<file path="config.mk">
export PLATFORM = sky130hd
export DESIGN_NAME = hbbc_ctrl
export DESIGN_NICKNAME = d
export VERILOG_FILES = /design/src/hdl/hbbc_pkg.sv /design/src/hdl/hbbc_ctrl.sv
export SDC_FILE = /design/constraint.sdc
export NUM_CORES = 1
export LEC_CHECK = 0
export ABC_AREA = 1
export BUFFER_PORTS_ARGS = -buffer_cell sky130_fd_sc_hd__buf_2
export CAP_MARGIN = 20
export CORE_AREA = 2 2 39 41
export DETAILED_ROUTE_END_ITERATION = 8
export DIE_AREA = 0 0 41 43
export RECOVER_POWER = 50
export SLEW_MARGIN = 15
export SYNTH_ARGS = -nofsm -noshare
export SYNTH_HDL_FRONTEND = slang
export SYNTH_SLANG_ARGS = --single-unit
</file>
<file path="constraint.sdc">
create_clock -name clk -period 3.17 [get_ports clk]
set_input_delay 0 -clock clk [delete_from_list [all_inputs] [get_ports clk]]
set_output_delay 0 -clock clk [all_outputs]
set_load 0.005 [all_outputs]
</file>
<file path="src/hdl/hbbc_pkg.sv">
// Shared types and constants for the hashed block buffer cache.
package hbbc_pkg;

  localparam int DEV_W    = 8;
  localparam int BLK_W    = 32;
  localparam int IDX_W    = 5;
  localparam int TIME_W   = 32;
  localparam int CNT_W    = 8;
  localparam int BKT_W    = 4;
  localparam int JOIN_W   = 32;
  localparam int STAT_W   = 2;
  localparam int KIND_W   = 2;
  localparam int IN_W     = 80;
  localparam int OUT_W    = 16;
  localparam int MOD_STEPS = 3;

  localparam logic [KIND_W-1:0] KIND_READ    = 2'd0;
  localparam logic [KIND_W-1:0] KIND_RELEASE = 2'd1;
  localparam logic [KIND_W-1:0] KIND_PIN     = 2'd2;
  localparam logic [KIND_W-1:0] KIND_UNPIN   = 2'd3;

  localparam logic [STAT_W-1:0] ST_OK      = 2'd0;
  localparam logic [STAT_W-1:0] ST_NO_FREE = 2'd1;
  localparam logic [STAT_W-1:0] ST_COUNT   = 2'd2;

  localparam logic [CNT_W-1:0] CNT_MAX = 8'd255;

  typedef struct packed {
    logic [DEV_W-1:0]  dev;
    logic [BLK_W-1:0]  blk;
    logic              valid;
    logic [CNT_W-1:0]  cnt;
    logic [TIME_W-1:0] stamp;
    logic [BKT_W-1:0]  bucket;
    logic [JOIN_W-1:0] join_ord;
  } rec_t;

  typedef struct packed {
    logic cap;
    logic mod_step;
    logic scan_rd;
    logic fetch;
    logic update;
    logic out_load;
  } cmd_t;

  typedef struct packed {
    logic in_is_read;
    logic req_is_read;
    logic mod_done;
    logic scan_last;
  } stat_t;

endpackage

</file>
<file path="src/hdl/hbbc_ctrl.sv">
// Request sequencer for the hashed block buffer cache.
module hbbc_ctrl (
  input  logic            clk,
  input  logic            rst,
  input  logic            s_tvalid,
  output logic            s_tready,
  output logic            m_tvalid,
  input  logic            m_tready,
  input  hbbc_pkg::stat_t stat,
  output hbbc_pkg::cmd_t  cmd
);

  typedef enum logic [2:0] {
    S_IDLE, S_MOD, S_SCAN, S_DRAIN, S_FETCH, S_UPDATE, S_DONE
  } state_t;

  state_t state;
  logic   out_free;

  assign s_tready = (state == S_IDLE);
  assign out_free = !m_tvalid || m_tready;

  always_comb begin
    cmd          = '0;
    cmd.cap      = (state == S_IDLE) && s_tvalid;
    cmd.mod_step = (state == S_MOD);
    cmd.scan_rd  = (state == S_SCAN);
    cmd.fetch    = (state == S_FETCH);
    cmd.update   = (state == S_UPDATE);
    cmd.out_load = (state == S_DONE) && out_free;
  end

  always_ff @(posedge clk) begin
    if (rst) begin
      state    <= S_IDLE;
      m_tvalid <= 1'b0;
    end else begin
      if (state == S_DONE && out_free) m_tvalid <= 1'b1;
      else if (m_tready) m_tvalid <= 1'b0;
      unique case (state)
        S_IDLE: begin
          if (s_tvalid) state <= stat.in_is_read ? S_MOD : S_FETCH;
        end
        S_MOD: begin
          if (stat.mod_done) state <= S_SCAN;
        end
        S_SCAN: begin
          if (stat.scan_last) state <= S_DRAIN;
        end
        S_DRAIN:  state <= S_FETCH;
        S_FETCH:  state <= S_UPDATE;
        S_UPDATE: state <= S_DONE;
        S_DONE: begin
          if (out_free) state <= S_IDLE;
        end
        default: state <= S_IDLE;
      endcase
    end
  end

endmodule

</file>
# Yosys cells after proc, flatten, opt, wreduce, memory -nomap -nowiden
# Cells that the tools add are included.
dict set report op_classes {
  eq_ne 10
  reduce_logical 7
  muxes 8
}
# operator count
set ops {}
lappend ops {{one-hot mux 3 bit (7 select lines)} 1}
lappend ops {{two-way mux 3 bit} 5}
lappend ops {{equality test 3 bit, second input constant} 3}
lappend ops {{inequality test 2 bit, second input constant} 4}
lappend ops {{equality test 3 x 2 -> 1 bit, second input constant} 2}
lappend ops {{AND reduction 4 bit} 1}
lappend ops {{equality test 3 x 1 -> 1 bit, second input constant} 1}
lappend ops {{zero test 3 bit} 1}
lappend ops {{logical AND 1 bit} 2}
lappend ops {{two-way mux 1 bit} 2}
lappend ops {{nonzero test 2 bit} 1}
lappend ops {{zero test 1 bit} 1}
lappend ops {{logical OR 1 bit} 1}
dict set report totals {
  inputBits 8
  wordCells 27
  regBits 4
  out_inout_bits 8
}

# Depth between registers and ports, before layout
dict set report depth {
  ltp_word 4
  depth_mapped 8
  depth_no_buf 8
}

# Worst setup path after synthesis
# OpenSTA, ideal clock, no wires.
dict set report synth_timing {
  kind {register to register}
  from {register state[0]}
  to {register state[2]}
  synth_period_minus_slack_ns 1.017
  stages_incl_launch_ff 8
  slack_ns 2.153
  path_buffers 1
  t_required_ns 3.057
  t_arrival_ns 0.905
  setup_ns 0.113
  cell_sequence {dfxtp_1 > buf_6 > inv_2 > nand3_2 > o21ai_2 > nor2_2 > nor2_1 > nor2_1}
}
dict set report synth_between {
  elab_chain_cells 3
  elab_cells_between_ends 13
  classes_between {eq/ne: 10; mux: 1; reduce/logical: 2}
}
# item line
set synth_rtl {}
lappend synth_rtl {{start: declaration} hbbc_ctrl.sv:17} ;# state_t state;
lappend synth_rtl {{start signal: assignment} hbbc_ctrl.sv:42} ;# if (s_tvalid) state <= stat.in_is_read ? S_MOD : S_FETCH;
lappend synth_rtl {{equality test 3 bit (tied with other cells)} hbbc_ctrl.sv:40} ;# unique case (state)
lappend synth_rtl {{inequality test 2 bit (no source line)} --}
lappend synth_rtl {{AND reduction 4 bit (no source line)} --}
# Parallel ways exist; a longest one is shown, timed or not.
# A chain may end at the register's enable or synchronous reset.

# Worst setup path after layout
dict set report layout_timing {
  from {register state[0]}
  to {register state[0]}
}
# The elaborated chain is that of the path after synthesis.

==> reports/results.txt <==
outcome: complete, no violations
Die Width: 41 µm
min Tclk post-route: 1.26 ns
CTS max path bufs: 2
Starting Density: 23.2%
Synthesized Nets: 66
Comb pwr share: 55.8%
final net count: 85
Iteration-0 DRC Markers: 5
overall die height: 43 µm
fmax: 795 MHz
CTS Hold Bufs: 1
Syn. warnings: 0
relative slew slack: 81.8%
layout cells sized above 1: 26.7%
synthesized area per cell: 5.54 µm²
total chip power: 0.380 mW
fin cells: 91
# Max-Cap Violations: 0
Setup Buffers After CTS: 0
CP Class: reg -> reg
top-count cell post-synth: nand2_1
IO Pins: 16
Seq/Total Area, Yosys: 24.9%
switch share: 47.5%
hold slack: 0.0766 ns
endpoints failing setup: 0
routed vias: 367
R2R Setup Slk: 1.91 ns
DR WL/cell: 7.95 µm
async set or reset register ratio after synthesis: 0%
Final period util: 39.7%
Post-Synthesis Cell Area: 322 µm²
largest net degree at the start of global routing: 9
total wire length: 723 µm
Worst Setup SP: state[0]
First-pass DRT Iterations: 4
placed insts: 87
Fin. Hold Viols: 0
worst skew pair latency: 0.23 ns
GRT Util Overall: 10.1%
Power Density: 886 mW/mm²
drt drc: 0
Core Footprint: 0.00138 mm²
Post-Synth Adder-Cell Area: 0%
crit path DAT: 1.38 ns
post-CTS resize count: 0
port bufs: 14
Pins Over Slew Limit: 0
layout overhead on the synthesized area: 33.5%
WP data required: 3.29 ns
first-pass GRT wire length: 1.28 mm
clock share of power: 16.5%
P_int: 0.199 mW
fill count: 156
Synth area leader: dfxtp_1
routability cong.: 0.711
detail-routed via count per cell: 4.03
Setup Skew: 0.00711 ns
initial antenna violation count: 0
total negative slack: 0 ns
leak pwr: 0.265 nW
hold crit path type: in -> reg
vias in the first global route: 339
HP Start: m_tready
ys flop type: dfxtp_1
FF/Latch Area: 80.1 µm²
simple-gate area share of the yosys netlist: 52.9%
Synth Area in Compound Gates: 5.84%
Clock Root Buffer: clkbuf_4
Commonest cells post-synth: nand2_1, nor2_1, inv_1
antenna diode count: 0
multiplexer area fraction after synthesis: 0%
Synth Register Bits: 4
CTS tree: done
CTS Buf Count: 3
top cell type's share of synthesized area: 24.9%
switching pwr: 0.181 mW
gr ovfl total: 0
RSZ-0062 raised after global routing: false
main combinational cell family by area after synthesis: simple AND/OR/NAND/NOR gates
Slew @ Worst Pin: 0.273 ns
Crit. End Element: flop
htree depth: 1
Synth area leaders: dfxtp_1, nand2_1, nor2_1
critical path fanouts, max: 8
DP HPWL: 606 µm
Worst IR Drop VDD: 0.000155 V
clock sink total: 4
die area: 0.00176 mm²
Startpoint Class: flop
Synth Instances: 58
Post-synth EDFFs: 0
Final Core Density: 31.0%
multi-input logic area: 186 µm²
Antenna Nets Post-Route: 0
reg-to-reg critical path startpoint: state[0]
Cell variety after synth: 13
post-synthesis xor/xnor area fraction: 0%
Sequential Power Share: 27.7%
row cnt: 14
CTS clk-pin slew, worst paths: 0.03 ns
power by group through the flow:
stage,registers (mW),clock network [mW],logic (mW)
5_1_grt,0.111,0.0683,0.251
3_5_place_dp,0.108,0,0.220
2_1_floorplan,0.0894,0,0.180
3_3_place_gp,0.106,0,0.217
4_1_cts,0.106,0.0665,0.222
6_report,0.105,0.0628,0.212
final timing paths:
check | cells past startpoint | end
max reg2reg | 7 | state[0]
min | 4 | m_tvalid
min reg2reg | 2 | m_tvalid
max | 7 | state[0]
final cells by class:
class                      instances  area share (%)
clock buffer                       3            5.25
multi-input combinational         42            43.4
tap                               16            4.66
sequential                         4            18.7
inverter                          11            9.62
timing repair buffer              15            18.4
worst max-delay path, stage by stage, from the launching register on:
cell and delay [ns]:
dfxtp_1 0.46, inv_1 0.18, nand3_1 0.15, nor2_1 0.05, nor2_1 0.13, nand3_1 0.08
nand2_1 0.06, nor2_1 0.03
stage by stage:
step | area, µm² | worst slack [ns]
floorplan | 322 | 2.15
global placement | 400 | 1.97
detailed placement | 400 | 1.94
CTS | 433 | 1.95
global route | 429 | 1.74
finish | 429 | 1.91
cells by family after synthesis:
| family | after synthesis |
|---|---|
| AOI/OAI and AO/OA | 3 |
| and+or+nand+nor | 39 |
| DFF | 4 |
| buffers and inverters | 12 |
sequential cells by signal, summed over array words and instances, names as in the netlist:
register	cells
m_tvalid	1
state	3
placed cells by master, fill, tap and decap left out, drive strengths merged:
cell,count
o21ai,1
nand3,7
inv,11
clkbuf,6
nor2,15
nand2,15
dlygate4sd3,1
nor3,2
a21oi,2
dfxtp,4
buf,11
routing by layer:
metal	up-vias	global-route usage, %	share of wire [%]
li1	210	-	-
met1	152	12.8	47
met2	5	16.3	51
met3	0	3.14	2.4
met4	0	2.00	0
met5	-	0	0
No activity file was read; power rests on OpenSTA's default activity.
